`src/rtl/mcao_pkg.sv`:
```
// Package for the multichannel converter oversampler: word structs, per-channel
// table entry, sequencer states and register indexes.
// No dependencies; imported by multichannel_adc_oversampler.
`timescale 1ns / 1ps

package mcao_pkg;

  localparam int unsigned CH_W    = 3;
  localparam int unsigned SMP_W   = 12;
  localparam int unsigned RED_W   = 8;
  localparam int unsigned SUM_W   = 20;
  localparam int unsigned RD_W    = 14;
  localparam int unsigned WIN_W   = 9;
  localparam int unsigned MASK_W  = 8;
  localparam int unsigned RBITS_W = 4;
  localparam int unsigned CFG_W   = 9;
  localparam int unsigned IDX_W   = 2;
  // dividend is sum * 4
  localparam int unsigned QUO_W   = SUM_W + 2;
  localparam int unsigned STEP_W  = $clog2(QUO_W);
  localparam logic [RD_W-1:0] RD_MAX = '1;
  localparam logic [RBITS_W-1:0] RBITS_MAX = RBITS_W'(RD_W);

  typedef enum logic [IDX_W-1:0] {
    REG_WINDOW_LENGTH = 2'd0,
    REG_FAST_MASK     = 2'd1,
    REG_ENABLED_MASK  = 2'd2,
    REG_RESULT_BITS   = 2'd3
  } reg_idx_e;

  typedef struct packed {
    logic [CH_W-1:0]  channel;
    logic [SMP_W-1:0] sample;
  } in_word_t;

  typedef struct packed {
    logic [CH_W-1:0]  out_channel;
    logic [SUM_W-1:0] window_sum;
    logic [RD_W-1:0]  scaled_reading;
    logic [RED_W-1:0] sample_range;
  } out_word_t;

  typedef struct packed {
    logic [WIN_W-1:0] count;
    logic [SUM_W-1:0] sum;
    logic [RED_W-1:0] high;
    logic [RED_W-1:0] low;
  } chan_entry_t;

  localparam chan_entry_t ENTRY_CLEAR = '{count: '0, sum: '0, high: '0, low: '1};

  typedef enum logic [1:0] {
    ST_IDLE,
    ST_LOOK,
    ST_DIV,
    ST_DONE
  } seq_state_e;

endpackage

```
`src/rtl/multichannel_adc_oversampler.sv`:
```
// Multichannel converter oversampler: per-channel window accumulation with a
// shared bit-serial divider for the scaled reading. Depends on mcao_pkg.
//
//   port group   dir  handshake              payload
//   in           in   in_valid_i/in_ready_o   in_word_i  (channel, sample)
//   out          out  out_valid_o/out_ready_i out_word_o (channel, sum, reading, range)
//   cfg          in   cfg_we_i                cfg_idx_i, cfg_data_i
//
// A word that only accumulates, or is ignored, passes ST_IDLE (accept) and
// ST_LOOK (table update); one that closes a window also passes ST_DIV, where the
// restoring divider retires one quotient bit a cycle over the 22-bit dividend,
// and ST_DONE. Reset clears the channel table and output valid flag and sets the
// config defaults. The result waits in the output register; the next word is
// taken meanwhile, and only a second window end stalls until the first is taken.
`timescale 1ns / 1ps

module multichannel_adc_oversampler
  import mcao_pkg::*;
#(
  parameter int unsigned CHANNELS   = 8,
  parameter int unsigned MAX_WINDOW = 256
) (
  input  logic                    clk_i,
  input  logic                    rst_ni,
  input  logic                    in_valid_i,
  output logic                    in_ready_o,
  input  in_word_t                in_word_i,
  output logic                    out_valid_o,
  input  logic                    out_ready_i,
  output out_word_t               out_word_o,
  input  logic                    cfg_we_i,
  input  logic [IDX_W-1:0]        cfg_idx_i,
  input  logic [CFG_W-1:0]        cfg_data_i
);

  localparam int unsigned CI_W = (CHANNELS > 1) ? $clog2(CHANNELS) : 1;

  // config registers
  logic [WIN_W-1:0]   win_len_q;
  logic [MASK_W-1:0]  fast_mask_q;
  logic [MASK_W-1:0]  en_mask_q;
  logic [RBITS_W-1:0] rbits_q;

  always_ff @(posedge clk_i or negedge rst_ni) begin
    if (!rst_ni) begin
      win_len_q   <= WIN_W'(1);
      fast_mask_q <= '0;
      en_mask_q   <= '0;
      rbits_q     <= RBITS_W'(12);
    end else if (cfg_we_i) begin
      case (reg_idx_e'(cfg_idx_i))
        REG_WINDOW_LENGTH: win_len_q   <= cfg_data_i;
        REG_FAST_MASK:     fast_mask_q <= cfg_data_i[MASK_W-1:0];
        REG_ENABLED_MASK:  en_mask_q   <= cfg_data_i[MASK_W-1:0];
        REG_RESULT_BITS:   rbits_q     <= cfg_data_i[RBITS_W-1:0];
        default: ;
      endcase
    end
  end

  seq_state_e state_q, state_d;

  logic [CH_W-1:0]    ch_q;
  logic [SMP_W-1:0]   smp_q;
  chan_entry_t        tbl_q [CHANNELS];
  logic [CI_W-1:0]    idx;
  chan_entry_t        ent;
  logic               hit;
  logic [WIN_W-1:0]   win;
  logic [WIN_W-1:0]   win_clamp;
  logic [RBITS_W-1:0] rb_clamp;
  logic [RED_W-1:0]   red;
  logic [SUM_W:0]     sum_wide;
  chan_entry_t        acc_ent;

  logic [CH_W-1:0]    res_ch_q;
  logic [SUM_W-1:0]   res_sum_q;
  logic [RED_W-1:0]   res_rng_q;
  logic [RBITS_W-1:0] shift_q;
  logic [WIN_W-1:0]   div_q;
  logic [WIN_W-1:0]   rem_q;
  logic [QUO_W-1:0]   quo_q;
  logic [STEP_W-1:0]  step_q;
  logic [WIN_W:0]     trial;
  logic               trial_ge;
  logic [RD_W-1:0]    quo_sat;

  out_word_t          out_word_q;
  logic               out_valid_q;

  // control strobes from the sequencer
  logic tbl_acc, tbl_reload, rslt_ld, div_step, out_ld;

  assign idx = CI_W'(ch_q);
  assign ent = tbl_q[idx];
  assign hit = (int'(ch_q) < CHANNELS) && en_mask_q[ch_q];

  always_comb begin
    win_clamp = win_len_q;
    if (win_len_q == '0) begin
      win_clamp = WIN_W'(1);
    end else if (int'(win_len_q) > MAX_WINDOW) begin
      win_clamp = WIN_W'(MAX_WINDOW);
    end
    win = fast_mask_q[ch_q] ? WIN_W'(1) : win_clamp;
    rb_clamp = rbits_q;
    if (rbits_q == '0) begin
      rb_clamp = RBITS_W'(1);
    end else if (rbits_q > RBITS_MAX) begin
      rb_clamp = RBITS_MAX;
    end
  end

  // accumulate path: saturating add and min/max of the top 8 sample bits
  always_comb begin
    red      = smp_q[SMP_W-1 -: RED_W];
    sum_wide = {1'b0, ent.sum} + (SUM_W+1)'(smp_q);
    acc_ent.count = ent.count - WIN_W'(1);
    acc_ent.sum   = sum_wide[SUM_W] ? '1 : sum_wide[SUM_W-1:0];
    acc_ent.high  = (red > ent.high) ? red : ent.high;
    acc_ent.low   = (red < ent.low) ? red : ent.low;
  end

  // next state
  always_comb begin
    state_d = state_q;
    case (state_q)
      ST_IDLE: begin
        if (in_valid_i) state_d = ST_LOOK;
      end
      ST_LOOK: begin
        if (hit && ent.count == '0) state_d = ST_DIV;
        else state_d = ST_IDLE;
      end
      ST_DIV: begin
        if (step_q == STEP_W'(QUO_W - 1)) state_d = ST_DONE;
      end
      ST_DONE: begin
        if (!out_valid_q || out_ready_i) state_d = ST_IDLE;
      end
      default: state_d = ST_IDLE;
    endcase
  end

  // sequencer outputs
  always_comb begin
    in_ready_o = 1'b0;
    tbl_acc    = 1'b0;
    tbl_reload = 1'b0;
    rslt_ld    = 1'b0;
    div_step   = 1'b0;
    out_ld     = 1'b0;
    case (state_q)
      ST_IDLE: in_ready_o = 1'b1;
      ST_LOOK: begin
        if (hit) begin
          if (ent.count != '0) begin
            tbl_acc = 1'b1;
          end else begin
            tbl_reload = 1'b1;
            rslt_ld    = 1'b1;
          end
        end
      end
      ST_DIV:  div_step = 1'b1;
      ST_DONE: out_ld = !out_valid_q || out_ready_i;
      default: ;
    endcase
  end

  always_ff @(posedge clk_i or negedge rst_ni) begin
    if (!rst_ni) begin
      state_q <= ST_IDLE;
    end else begin
      state_q <= state_d;
    end
  end

  always_ff @(posedge clk_i) begin
    if (in_valid_i && in_ready_o) begin
      ch_q  <= in_word_i.channel;
      smp_q <= in_word_i.sample;
    end
  end

  always_ff @(posedge clk_i or negedge rst_ni) begin
    if (!rst_ni) begin
      for (int i = 0; i < CHANNELS; i++) begin
        tbl_q[i] <= ENTRY_CLEAR;
      end
    end else if (tbl_acc) begin
      tbl_q[idx] <= acc_ent;
    end else if (tbl_reload) begin
      tbl_q[idx] <= '{count: win, sum: '0, high: '0, low: '1};
    end
  end

  // restoring divider, one quotient bit per cycle
  assign trial    = {rem_q, quo_q[QUO_W-1]};
  assign trial_ge = trial >= {1'b0, div_q};

  always_ff @(posedge clk_i) begin
    if (rslt_ld) begin
      res_ch_q  <= ch_q;
      res_sum_q <= ent.sum;
      res_rng_q <= (ent.high >= ent.low) ? (ent.high - ent.low) : '0;
      shift_q   <= RBITS_MAX - rb_clamp;
      div_q     <= win;
      rem_q     <= '0;
      quo_q     <= {ent.sum, 2'b00};
      step_q    <= '0;
    end else if (div_step) begin
      rem_q  <= trial_ge ? WIN_W'(trial - {1'b0, div_q}) : trial[WIN_W-1:0];
      quo_q  <= {quo_q[QUO_W-2:0], trial_ge};
      step_q <= step_q + STEP_W'(1);
    end
  end

  assign quo_sat = (quo_q > QUO_W'(RD_MAX)) ? RD_MAX : quo_q[RD_W-1:0];

  always_ff @(posedge clk_i or negedge rst_ni) begin
    if (!rst_ni) begin
      out_valid_q <= 1'b0;
    end else if (out_ld) begin
      out_valid_q <= 1'b1;
    end else if (out_ready_i) begin
      out_valid_q <= 1'b0;
    end
  end

  always_ff @(posedge clk_i) begin
    if (out_ld) begin
      out_word_q.out_channel    <= res_ch_q;
      out_word_q.window_sum     <= res_sum_q;
      out_word_q.scaled_reading <= quo_sat >> shift_q;
      out_word_q.sample_range   <= res_rng_q;
    end
  end

  assign out_valid_o = out_valid_q;
  assign out_word_o  = out_word_q;

endmodule

```
`config.mk`:
```
export PLATFORM = sky130hd
export DESIGN_NAME = multichannel_adc_oversampler
export DESIGN_NICKNAME = d
export VERILOG_FILES = /design/src/rtl/mcao_pkg.sv /design/src/rtl/multichannel_adc_oversampler.sv
export SDC_FILE = /design/constraint.sdc
export NUM_CORES = 1
export LEC_CHECK = 0
export BUFFER_PORTS_ARGS = -buffer_cell sky130_fd_sc_hd__buf_2
export CAP_MARGIN = 10
export CORE_UTILIZATION = 38
export CTS_CLUSTER_DIAMETER = 60
export CTS_CLUSTER_SIZE = 14
export DETAILED_ROUTE_END_ITERATION = 10
export SYNTH_ARGS = -nofsm -noshare
export SYNTH_HDL_FRONTEND = slang
export SYNTH_SLANG_ARGS = --single-unit
```
`constraint.sdc`:
```
create_clock -name clk_i -period 5.6 [get_ports clk_i]
set_input_delay 1.12 -clock clk_i [delete_from_list [all_inputs] [get_ports clk_i]]
set_output_delay 1.12 -clock clk_i [all_outputs]
set_load 0.01 [all_outputs]
```
# Yosys cells after proc, flatten, opt, wreduce, memory -nomap -nowiden
# Index checks and enable logic that the tools add are counted.
# Widths: inputs -> output; s select.
totals:
  inputBits: 31
  output_inout_bits: 47
  elab_cells: 141
  regBits: 532
classes:
  n_bitwise: 1
  magnitude_cmp: 10
  muxes: 41
  eq_ne: 10
  n_shift: 1
  n_reduce_logical: 19
  n_addsub: 6
op_table:
  columns: ["operator", "count"]
  rows:
  - ["$bwmux 360", 2]
  - ["$mux 360", 2]
  - ["$bmux 45 s3", 1]
  - ["$demux 45 s3", 1]
  - ["$mux 45", 3]
  - ["$mux 22", 2]
  - ["$mux 9", 4]
  - ["$gt 22x14->1 const B", 1]
  - ["$add 20x12->21", 1]
  - ["$mux 20", 1]
  - ["$logic_not 9->1", 2]
  - ["$mux 8", 2]
  - ["$mux 14", 1]
  - ["$shr 14x4->14", 1]
  - ["$mux 1", 13]
  - ["$ge 10x9->1", 1]
  - ["$gt 9x9->1 const B", 1]
  - ["$reduce_bool 9->1", 1]
  - ["$sub 9x1->9 const B", 1]
  - ["$sub 9x9->9", 1]
  - ["$eq 2x2->1 const B", 4]
  - ["$ge 8x8->1", 1]
  - ["$gt 8x8->1", 1]
  - ["$lt 8x8->1", 1]
  - ["23 further kinds", 39]

# Depth between registers and ports, before layout
# Gate-level depths: netlist of run 1.
logic_depth:
  depth_word: 10
  mapped_depth: 19

# Worst setup path after synthesis of run 1
# OpenSTA, ideal clock, no wires.
synth_path:
  path_type: "register -> register"
  from: "register ch_q[2]"
  to: "register tbl_q[124] (netlist bit)"
  slack_ps: 1361
  path_buffers: 5
  path_stages_with_launch: 19
  setup_time_ps: 67
  t_arrival_ps: 4172
  path_cell_list: "edfxtp_1 buf_2 buf_4 buf_2 buf_4 buf_2 mux2i_1 o21ai_0 a222oi_1 o21ai_0 ha_1 fa_1 a211oi_1 o21bai_1 o2bb2ai_1 o211ai_1 nand3b_1 mux2i_2 a22o_1"
synth_rtl:
  columns: ["item", "line", "source"]
  rows:
  - ["from (decl)", "multichannel_adc_oversampler.sv:63", "logic [CH_W-1:0] ch_q;"]
  - ["from (signal assigned)", "multichannel_adc_oversampler.sv:181", "ch_q <= in_word_i.channel;"]
  - ["to (signal, indexed assignment)", "multichannel_adc_oversampler.sv:192", "tbl_q[idx] <= acc_ent;"]
  - ["to (signal, indexed assignment)", "multichannel_adc_oversampler.sv:194", "tbl_q[idx] <= '{count: win, sum: '0, high: '0, low: '1};"]
  - ["to (decl)", "multichannel_adc_oversampler.sv:65", "chan_entry_t tbl_q [CHANNELS];"]

# Final worst setup path of run 1
layout_path:
  from: "register ch_q[1]"
  to: "register res_rng_q[3], data pin"
layout_via:
  elab_chain_cells: 5
  word_cells_on_any_way: 6
  cone_classes: "add/sub (1); order compare (1); mux (3); bitwise (1)"
layout_lines:
  columns: ["item", "line", "source"]
  rows:
  - ["$not 3->4 (not written as such) (*)", "multichannel_adc_oversampler.sv:95", "assign ent = tbl_q[idx];"]
  - ["$bmux 45 s3 (*)", "multichannel_adc_oversampler.sv:95", null]
  - ["$mux 45 (not written as such) (*) (2 in series)", "multichannel_adc_oversampler.sv:95", null]
  - ["$sub 8x8->8 / $ge 8x8->1 (equally long branches)", "multichannel_adc_oversampler.sv:206", "res_rng_q <= (ent.high >= ent.low) ? (ent.high - ent.low) : '0;"]
  - ["to (signal assigned)", "multichannel_adc_oversampler.sv:206", null]
  - ["to (decl)", "multichannel_adc_oversampler.sv:78", "logic [RED_W-1:0] res_rng_q;"]
# Mark *: on every way between the ends. The rest lies on a longest branch, timed or not. The select of a mux whose other input is x is not followed.
# A chain may end at the register's enable or synchronous reset.

==> results of run 1 <==
-- cell type report --
cell class	count	area, um^2
timing repair buffer	142	945.9
clock inverter	6	70.07
sequential	532	13940
tap	846	1059
clock buffer	72	1247
multi-input combinational	1530	9831
inverter	54	202.7
fill	6029	36250
-- layout by cell type (no fill, tap or decap), types with 6 or more instances in the layout --
| cell | instances |
|---|---|
| a32oi_1 | 9 |
| mux2_2 | 52 |
| nand2_2 | 8 |
| nor2b_1 | 22 |
| nand2b_1 | 7 |
| nor2_1 | 70 |
| inv_1 | 52 |
| o21ai_1 | 63 |
| nand4_1 | 18 |
| edfxtp_1 | 124 |
| dfstp_2 | 67 |
| dfxtp_1 | 16 |
| a221oi_1 | 20 |
| a22o_1 | 78 |
| clkbuf_1 | 25 |
| a21o_1 | 10 |
| ha_1 | 48 |
| nand3_1 | 45 |
| a211oi_1 | 9 |
| mux4_2 | 18 |
| clkbuf_16 | 45 |
| and3_1 | 12 |
| a22oi_1 | 76 |
| nor3_1 | 18 |
| a31oi_1 | 6 |
| o21ai_0 | 280 |
| buf_2 | 76 |
| mux2i_1 | 49 |
| dfrtp_1 | 325 |
| a21oi_1 | 61 |
| buf_4 | 60 |
| and2_1 | 14 |
| a21oi_2 | 7 |
| nand2_1 | 371 |
| o21ai_2 | 17 |
| xor2_1 | 9 |
| xnor2_1 | 12 |
-- where the power goes --
part / internal (mW) / switching (mW)
clock: 1.58 / 1.41
combinational: 1.70 / 3.01
sequential: 5.31 / 0.665
total: 8.58 / 5.09
-- worst max-delay path: stages (launching register included) --
cell	delay, ns
edfxtp_1	0.73
buf_4	0.47
nor3b_2	0.27
buf_4	0.24
buf_4	0.33
a22o_1	0.18
a221oi_1	0.04
and3_1	0.24
ha_1	0.34
nor2b_1	0.14
o21ai_0	0.21
a21boi_0	0.16
o21ai_0	0.21
a21boi_0	0.15
o31ai_1	0.73
a211oi_1	0.18
-- sequential cells by signal, summed over array words and instances, names as in the netlist, named ones only --
register / flops
ch_q: 3
div_q: 9
en_mask_q: 8
fast_mask_q: 8
out_valid_o: 1
out_word_o: 45
quo_q: 22
rbits_q: 4
rem_q: 9
res_ch_q: 3
res_rng_q: 8
res_sum_q: 20
shift_q: 4
smp_q: 12
state_q: 1
step_q: 5
tbl_q: 360
win_len_q: 9
-- metal layers --
metal,routed length (um),GRT usage [%]
met1,29950,27.98
met2,32800,34.74
met3,3763,2.738
met4,2067,6.680
met5,0,0
-- cell families after synthesis --
family	Yosys count	share of synthesized area (%)
AOI/OAI and AO/OA	709	18.80
xor gates and xnor gates	21	0.7479
adders and majority gates	51	2.686
muxes	122	6.233
DFF	532	56.67
buffers and inverters	201	3.556
and+or+nand+nor	627	11.30
-- worst max-delay path by stage --
stage / slack [ns] / end / start
5_1_grt: 0.22 / res_rng_q[1] / ch_q[1]
2_1_floorplan: 1.36 / tbl_q[124] / ch_q[2]
3_5_place_dp: 0.78 / res_rng_q[3] / ch_q[1]
4_1_cts: 0.76 / res_rng_q[1] / ch_q[1]
3_3_place_gp: 0.79 / res_rng_q[4] / ch_q[1]
6_report: 0.64 / res_rng_q[3] / ch_q[1]
-- through the flow --
| stage | setup WS [ns] | util (%) |
|---|---|---|
| after CTS | 0.7597 | 42.95 |
| after floorplan | 1.361 | - |
| after global placement | 0.7889 | 40.88 |
| after global routing | 0.2238 | 42.95 |
| after detailed placement | 0.7782 | 40.88 |
| final | 0.6446 | 42.95 |
==> results by group, run 1 <==
Worst setup path
  • Crit-path max FO: 27
  • Crit end category: flop
  • WS Path Type: flop to flop
  • R2R Path End: res_rng_q[3]
  • Reg2reg setup slack: 0.64 ns
  • Reg2reg path depth: 15
  • Worst R2R Start: ch_q[1]
  • CP required: 5.91 ns
  • Crit path launch type: flop
  • Worst Path Arrival: 5.26 ns

Clock network
  • Clk slew on worst S/H paths: 0.07 ns
  • Clk_lat worst skew: ~0.60 ns
  • TritonCTS clock tree: built
  • CTS Root Cell: clkbuf_16
  • CTS Buffer Depth: 3
  • H-tree levels: 2
  • Post-CTS Setup Inserts: 0
  • Post-cts resize count: 0
  • CTS Sinks: 532
  • Number of CTS-inserted buffers: 45
  • Hold buffer count at cts: 0

STA
  • Slew @ Worst Pin: 0.9622 ns
  • Final period utilization: 88.49%
  • Max-slew violations: 0
  • Min Tclk post-route: approximately 5 ns
  • RSZ-0062 raised after global routing: no
  • Tightest hold margin: 0.4160 ns
  • Setup violators final: 0
  • F_max: 201.8 MHz
  • Slew margin rel.: 35.85%
  • Setup TNS: 0 ns
  • Clock skew: about 0.027 ns
  • Final hold vios: 0

GRT
  • Vias in the first global route: 18,030
  • All-layer global routing usage: 20.79%
  • Global-route wire length before repair: 107,400 um
  • Antenna violations before repair: 0
  • Total gr overflow: 0
  • Maximum number of pins on one net before global-route repair: 104

Synthesis
  • Syn_nets: 2,345
  • Ys flop type: dfrtp_1
  • Post-synth top cells: nand2_1, dfrtp_1, o21ai_0, edfxtp_1, clkbuf_1
  • Largest area contributor in the netlist: dfrtp_1
  • Synth Cell Area: 0.02459 mm^2
  • Yosys reg bits: 532
  • Synthesized instance count: approximately 2,300
  • Synth area leaders: dfrtp_1, edfxtp_1, dfstp_2
  • Yosys Warn Count: 0
  • Most frequent cell after synthesis: nand2_1
  • Ys async rst share: 73.68%
  • Number of synthesized flops with an enable pin: 124
  • Post-synthesis sequential area ratio: between 50% and 60%
  • Synth Area per Inst: 10.87 um^2
  • Netlist cell types: slightly above 90
  • Top cell type's share of synthesized area: around 33%

Finish
  • Share of cells above drive strength 1: 17.08%
  • Final net count: 2,387
  • Post-Layout Cell Count: 3,182
  • Layout area overhead: 10.98%
  • Final instance area: 0.02729 mm^2
  • Antenna cells: 0

Placement
  • Placer Congestion: ~0.9
  • HPWL after detailed placement: 45,060 um
  • Placed cell area: 0.02597 mm^2
  • I/O Buffers: 77
  • # placed instances: 3,104

Routing
  • DR vias/cell: 5.695
  • Detailed-route wire length: 68,580 um
  • Vias: 18,120
  • WL per Instance: 21.55 um
  • 1st-iter DRT viols: 1,436
  • DRT Pass-1 Iters: 8
  • Drc violations: 0
  • Post-route ant nets: 0

Hold path
  • Hold Crit Start: res_rng_q[5]
  • Endpoint, Worst Hold: out_word_o[5]
  • Hold path depth: 0
  • Worst min-delay path class: flop to flop

Floorplanning
  • Starting Density: 38.70%
  • Die Area: around 0.066 mm^2
  • Die Span X: 256.4 um
  • I/O Pins: 78
  • Row count: 92
  • DIE HEIGHT: 256.4 um
  • Core Area: 0.06354 mm^2

Power
  • Pleak: 11.42 nW
  • Total Power Consumption: 13.67 mW
  • Pwr dens: ~500 mW/mm^2
  • Max VDD drop: approximately 0.26 mV

Flow run
  • Max cap viols: 0

Outcome
  • Outcome: finished clean
(Power assumes the default switching activity.)
==> inputs of run 2 (changes only) <==
==> constraint.sdc (replaced) <==
create_clock -name clk_i -period 5.6 [get_ports clk_i]
set_input_delay 0.84 -clock clk_i [delete_from_list [all_inputs] [get_ports clk_i]]
set_output_delay 0.84 -clock clk_i [all_outputs]
set_load 0.01 [all_outputs]
==> run 2 against run 1 <==
Compared with the run above: sequential share of layout area shrank 0.15 points; largest cell class unchanged; combinational power is essentially flat; clock skew shrank 0.0048 ns; first-iteration DRC count shrank 1.8%; critical path type unchanged; final area grew 0.30%.
==> results by group, run 2 (synthesized netlist as in run 1, its figures left out) <==
Worst setup path
  • Crit path launch type: flop (unchanged)
  • WS Path Type: flop to flop (unchanged)
  • Worst Setup EP: tbl_q[279] (was res_rng_q[3])
  • Crit-path max FO: 37 (was 27)
  • CP required: 6.03 ns (was 5.91 ns)
  • R2R Path End: tbl_q[279] (was res_rng_q[3])
  • Worst R2R Start: ch_q[1] (unchanged)
  • Worst Path Arrival: 5.54 ns (was 5.26 ns)
  • Reg2reg path depth: 14 (was 15)
  • Worst Setup SP: ch_q[1] (unchanged)
  • Reg2reg setup slack: 0.49 ns (was 0.64 ns)
  • Crit end category: flop (unchanged)

Clock network
  • Number of CTS-inserted buffers: 46 (was 45)
  • CTS Sinks: 532 (unchanged)
  • H-tree levels: 2 (unchanged)
  • Clk_lat worst skew: 0.59 ns (was 0.60 ns)
  • TritonCTS clock tree: built (unchanged)
  • CTS Buffer Depth: 3 (unchanged)
  • Hold buffer count at cts: 0 (unchanged)
  • Post-cts resize count: 0 (unchanged)
  • Post-CTS Setup Inserts: 0 (unchanged)
  • Clk slew on worst S/H paths: 0.07 ns (about the same)
  • CTS Root Cell: clkbuf_16 (unchanged)

Finish
  • Share of cells above drive strength 1: 17.22% (was 17.08%)
  • Largest Register: tbl_q (unchanged)
  • Commonest non-fill, non-tap cell in the layout: nand2_1 (unchanged)
  • Layout area overhead: 11.32% (was 10.98%)
  • Final net count: 2,387 (unchanged)
  • Finished Core Util: 43.08% (was 42.95%)
  • Post-Layout Cell Count: 3,187 (was 3,182)
  • Most frequent cells in the layout: nand2_1, dfrtp_1, o21ai_0 (unchanged)
  • Max reg flops: 360 (unchanged)

Routing
  • Detailed-route wire length: 69,060 um (was 68,580 um)
  • DRT Pass-1 Iters: 6 (was 8)
  • DR vias/cell: 5.685 (was 5.695)
  • 1st-iter DRT viols: 1,410 (was 1,436)
  • Drc violations: 0 (unchanged)
  • Vias: 18,120 (about the same)
  • Post-route ant nets: 0 (unchanged)
  • WL per Instance: 21.67 um (was 21.55 um)

STA
  • Min Tclk post-route: 5.112 ns (was 4.955 ns)
  • Clock skew: 0.02199 ns (was 0.02683 ns)
  • Setup TNS: 0 ns (unchanged)
  • RSZ-0062 raised after global routing: no (unchanged)
  • Final period utilization: 91.28% (was 88.49%)
  • Setup violators final: 0 (unchanged)
  • Final hold vios: 0 (unchanged)
  • F_max: 195.6 MHz (was 201.8 MHz)
  • Max-slew violations: 0 (unchanged)
  • Slew margin rel.: 33.30% (was 35.85%)
  • Slew @ Worst Pin: 0.9920 ns (was 0.9622 ns)

GRT
  • Maximum number of pins on one net before global-route repair: 119 (was 104)
  • Total gr overflow: 0 (unchanged)
  • Global-route wire length before repair: 107,200 um (was 107,400 um)
  • All-layer global routing usage: 20.85% (was 20.79%)
  • Antenna violations before repair: 0 (unchanged)
  • Vias in the first global route: 18,050 (was 18,030)

Floorplanning
  • Starting Density: 38.70% (unchanged)
  • Die Span X: 256.4 um (unchanged)
  • Die Area: 0.06574 mm^2 (unchanged)
  • Core Area: 0.06354 mm^2 (unchanged)
  • DIE HEIGHT: 256.4 um (unchanged)
  • I/O Pins: 78 (unchanged)
  • Row count: 92 (unchanged)

Power
  • Pwr dens: 504.8 mW/mm^2 (was 500.8 mW/mm^2)
  • Pleak: 11.46 nW (was 11.42 nW)
  • Max VDD drop: 0.2189 mV (was 0.2575 mV)

Placement
  • # placed instances: 3,103 (was 3,104)
  • HPWL after detailed placement: 45,220 um (was 45,060 um)
  • Placer Congestion: 0.9159 (was 0.8995)
  • I/O Buffers: 77 (unchanged)

Hold path
  • Worst min-delay path class: input port to asynchronous set/reset pin (was flop to flop)

Outcome
  • Outcome: finished clean (unchanged)

Flow run
  • Max cap viols: 0 (unchanged)
-- run 2: critical path, cell delays in order, from the launching register on --
cell,delay [ns]
edfxtp_1,0.75
buf_4,0.45
buf_12,0.31
nor2b_1,0.37
a221oi_1,0.15
o21ai_0,0.53
inv_1,0.10
ha_1,0.31
a21oi_1,0.16
nor2b_1,0.08
o31a_1,0.31
o2111ai_1,0.19
nand2_1,0.36
mux2i_1,0.63
o21ai_0,0.20
-- run 2: final cells by class --
cell class	instances	area [um^2]
fill	6025	36170
inverter	54	202.7
tap	846	1059
clock inverter	8	106.4
timing repair buffer	141	925.9
antenna	1	2.502
multi-input combinational	1530	9831
clock buffer	75	1311
sequential	532	13940
-- run 2: worst min path at each step --
stage	to	cells past startpoint	slack, ns
after floorplan	out_word_o[0]	0	0.40
after global placement	out_word_o[28]	0	0.40
after detailed placement	out_word_o[2]	0	0.41
after CTS	tbl_q[86]	1	0.36
after global routing	tbl_q[86]	1	0.39
final	tbl_q[86]	1	0.28
-- run 2: routing by layer --
| metal | track usage (%) | up-vias | part of all wire [%] |
|---|---|---|---|
| met5 | 0 | - | 0 |
| met4 | 6.349 | 0 | 2.7 |
| met3 | 3.351 | 134 | 5.7 |
| met2 | 34.99 | 574 | 48 |
| met1 | 27.66 | 9103 | 43 |
| li1 | - | 8308 | - |
-- run 2: stage by stage --
step	instance area (um^2)	power (mW)	setup slack [ns]	hold slack [ns]
6_report	27380	13.82	0.4882	0.2768
5_1_grt	27370	14.68	0.2677	0.3877
4_1_cts	27370	13.85	0.6088	0.3569
3_5_place_dp	25950	10.70	0.6593	0.4054
3_3_place_gp	25950	10.53	0.7759	0.4038
2_1_floorplan	24590	9.225	1.361	0.4003
-- run 2: where the power goes --
part           switching, mW  internal, mW
clock network           1.42          1.70
registers              0.682          5.31
logic                   3.01          1.70
total                   5.11          8.71
==> inputs of run 3 (changes only) <==
PLACE_DENSITY_LB_ADDON = 0.1   (was not set)
==> run 3 against run 2 <==
Compared with the run above: final area grew 0.62%; hold slack improved by 0.018 ns; critical path depth decreased by 1; power up 1.7%; flip-flop and latch count unchanged; non-clock buffer count is 2 higher; fmax grew 2.0%; critical path type unchanged; critical endpoint is now tbl_q[244]; largest power group unchanged; highest routed layer unchanged.
==> results by group, run 3 (synthesized netlist as in run 1, its figures left out) <==
Worst setup path
  • WS Path Type: flop to flop (unchanged)
  • Crit path launch type: flop (unchanged)
  • Crit end category: flop (unchanged)
  • Worst Path Arrival: 5.52 ns (was 5.54 ns)
  • CP required: 6.11 ns (was 6.03 ns)
  • Crit-path max FO: 63 (was 37)

STA
  • Max-slew violations: 0 (unchanged)
  • Final period utilization: 89.48% (was 91.28%)
  • Clock skew: 0.01686 ns (was 0.02199 ns)
  • Slew margin rel.: 31.18% (was 33.30%)
  • Worst setup margin: 0.5893 ns (was 0.4882 ns)
  • Final hold vios: 0 (unchanged)
  • RSZ-0062 raised after global routing: no (unchanged)
  • Min Tclk post-route: 5.011 ns (was 5.112 ns)
  • Slew @ Worst Pin: 1.032 ns (was 0.9920 ns)
  • F_max: 199.6 MHz (was 195.6 MHz)
  • Setup violators final: 0 (unchanged)
  • Setup TNS: 0 ns (unchanged)

Clock network
  • TritonCTS clock tree: built (unchanged)
  • CTS Buffer Depth: 3 (unchanged)
  • H-tree levels: 2 (unchanged)
  • CTS Root Cell: clkbuf_16 (unchanged)
  • CTS Sinks: 532 (unchanged)
  • Hold buffer count at cts: 0 (unchanged)
  • Number of CTS-inserted buffers: 49 (was 46)
  • Post-cts resize count: 0 (unchanged)
  • Clk_lat worst skew: 0.61 ns (was 0.59 ns)
  • Post-CTS Setup Inserts: 0 (unchanged)
  • Clk slew on worst S/H paths: 0.07 ns (about the same)

GRT
  • Met1 GRT Util: 31.70% (was 27.66%)
  • Global-route wire length before repair: 113,600 um (was 107,200 um)
  • Gr busiest metal: met2 (unchanged)
  • Maximum number of pins on one net before global-route repair: 140 (was 119)
  • GR met2 Demand/Resource: 36.28% (was 34.99%)
  • All-layer global routing usage: 22.61% (was 20.85%)
  • Total gr overflow: 0 (unchanged)
  • Antenna violations before repair: 0 (unchanged)
  • Met3 usage: 3.440% (was 3.351%)
  • Vias in the first global route: 17,690 (was 18,050)

Power
  • Pwr dens: 510.0 mW/mm^2 (was 504.8 mW/mm^2)
  • Logic gate share of total power: 34.1% (was 34.0%)
  • Clock power share: 23.2% (was 22.6%)
  • Switching power share of the total: 37.44% (was 37.00%)
  • Reg power frac: 42.7% (was 43.4%)
  • Total Power Consumption: 14.05 mW (was 13.82 mW)
  • Int Pwr: 8.788 mW (was 8.706 mW)
  • Switch Pwr: 5.259 mW (was 5.112 mW)
  • Pleak: 11.56 nW (was 11.46 nW)
  • Max VDD drop: 0.2656 mV (was 0.2189 mV)

Placement
  • HPWL after detailed placement: 47,560 um (was 45,220 um)
  • DP Worst Slack: 0.5594 ns (was 0.6593 ns)
  • Placer Congestion: 0.8512 (was 0.9159)
  • Placed cell area: 0.02603 mm^2 (was 0.02595 mm^2)
  • I/O Buffers: 77 (unchanged)

Hold path
  • Worst min-delay path class: input port to asynchronous set/reset pin (unchanged)

Routing
  • Vias: 17,960 (was 18,120)
  • DRT Pass-1 Iters: 5 (was 6)
  • Post-route ant nets: 0 (unchanged)
  • 1st-iter DRT viols: 1,387 (was 1,410)
  • WL per Instance: 23.28 um (was 21.67 um)
  • DR vias/cell: 5.622 (was 5.685)
  • Detailed-route wire length: 74,390 um (was 69,060 um)
  • Drc violations: 0 (unchanged)

Floorplanning
  • Core Area: 0.06354 mm^2 (unchanged)
  • Die Area: 0.06574 mm^2 (unchanged)
  • Die Span X: 256.4 um (unchanged)
  • Row count: 92 (unchanged)
  • DIE HEIGHT: 256.4 um (unchanged)
  • I/O Pins: 78 (unchanged)
  • Starting Density: 38.70% (unchanged)

Finish
  • Final instance area: 0.02755 mm^2 (was 0.02738 mm^2)
  • Largest Register: tbl_q (unchanged)
  • Commonest non-fill, non-tap cell in the layout: nand2_1 (unchanged)
  • Fillers: 6,074 (was 6,025)
  • Max reg flops: 360 (unchanged)
  • Antenna cells: 0 (was 1)
  • Most frequent cells in the layout: nand2_1, dfrtp_1, o21ai_0 (unchanged)
  • Layout area overhead: 12.01% (was 11.32%)
  • Final net count: 2,392 (was 2,387)
  • Share of cells above drive strength 1: 17.84% (was 17.22%)

Flow run
  • Max cap viols: 0 (unchanged)

Outcome
  • Outcome: finished clean (unchanged)
-- run 3: changes by cell type in the layout (fill, tap and decap cells not counted), sizes merged --
cell and delta:
clkinvlp -1, bufinv -2, clkinv +11, inv +1, diode -1, clkbuf -2, buf +2
-- run 3: per-layer routing --
layer | vias to the layer above | part of all wire, %
met3 | 118 | 5.1
met4 | 0 | 2.5
met1 | 9035 | 46
met2 | 476 | 47
li1 | 8333 | -
met5 | - | 0
-- run 3: through the flow --
stage,util [%],std cells,hold slack (ns)
finish,43.35,3195,0.2944
global placement,40.97,3105,0.4016
detailed placement,40.97,3105,0.4045
global route,43.35,3195,0.3280
floorplan,-,2263,0.4003
CTS,43.35,3195,0.2863
-- run 3: path summary, 6_finish.rpt --
kind / slack, ns / cells past startpoint / from / end
min in group clk_i: 0.41 / 1 / in_word_i[7] / smp_q[7]
hold reg to reg: 0.42 / 0 / res_sum_q[9] / out_word_o[31]
max in group asynchronous: 4.12 / 2 / rst_ni / tbl_q[261]
setup / recovery: 0.59 / 13 / ch_q[2] / tbl_q[244]
setup reg to reg: 0.59 / 13 / ch_q[2] / tbl_q[244]
hold / removal: 0.29 / 1 / rst_ni / tbl_q[104]
-- run 3: worst max-delay path: stages, from the launching register on --
cell       delay (ns)
edfxtp_1         0.63
buf_12           0.35
nor3b_2          0.74
buf_12           0.32
a22oi_1          0.15
nand4_1          0.31
ha_1             0.30
o21ai_0          0.12
o21bai_1         0.22
o2bb2ai_1        0.18
o211ai_1         0.16
nor2_2           0.75
o21ai_1          0.36
o21ai_0          0.26
-- run 3: cell type report --
type | count | area, um^2 | share of cell area (%)
Clock buffer | 73 | 1399 | 5.078
Tap cell | 846 | 1059 | 3.843
Sequential cell | 532 | 13940 | 50.60
Inverter | 54 | 202.7 | 0.7359
Multi-Input combinational cell | 1530 | 9831 | 35.69
Clock inverter | 17 | 113.9 | 0.4134
Timing Repair Buffer | 143 | 1003 | 3.643
-- run 3: power by group through the flow --
stage	Clock (mW)	Combinational [mW]	Sequential, mW
after floorplan	0	3.42	5.81
after global placement	0	4.71	6.03
after detailed placement	0	4.81	6.06
after CTS	3.34	4.82	5.99
after global routing	3.50	5.34	6.12
final	3.26	4.79	6.00
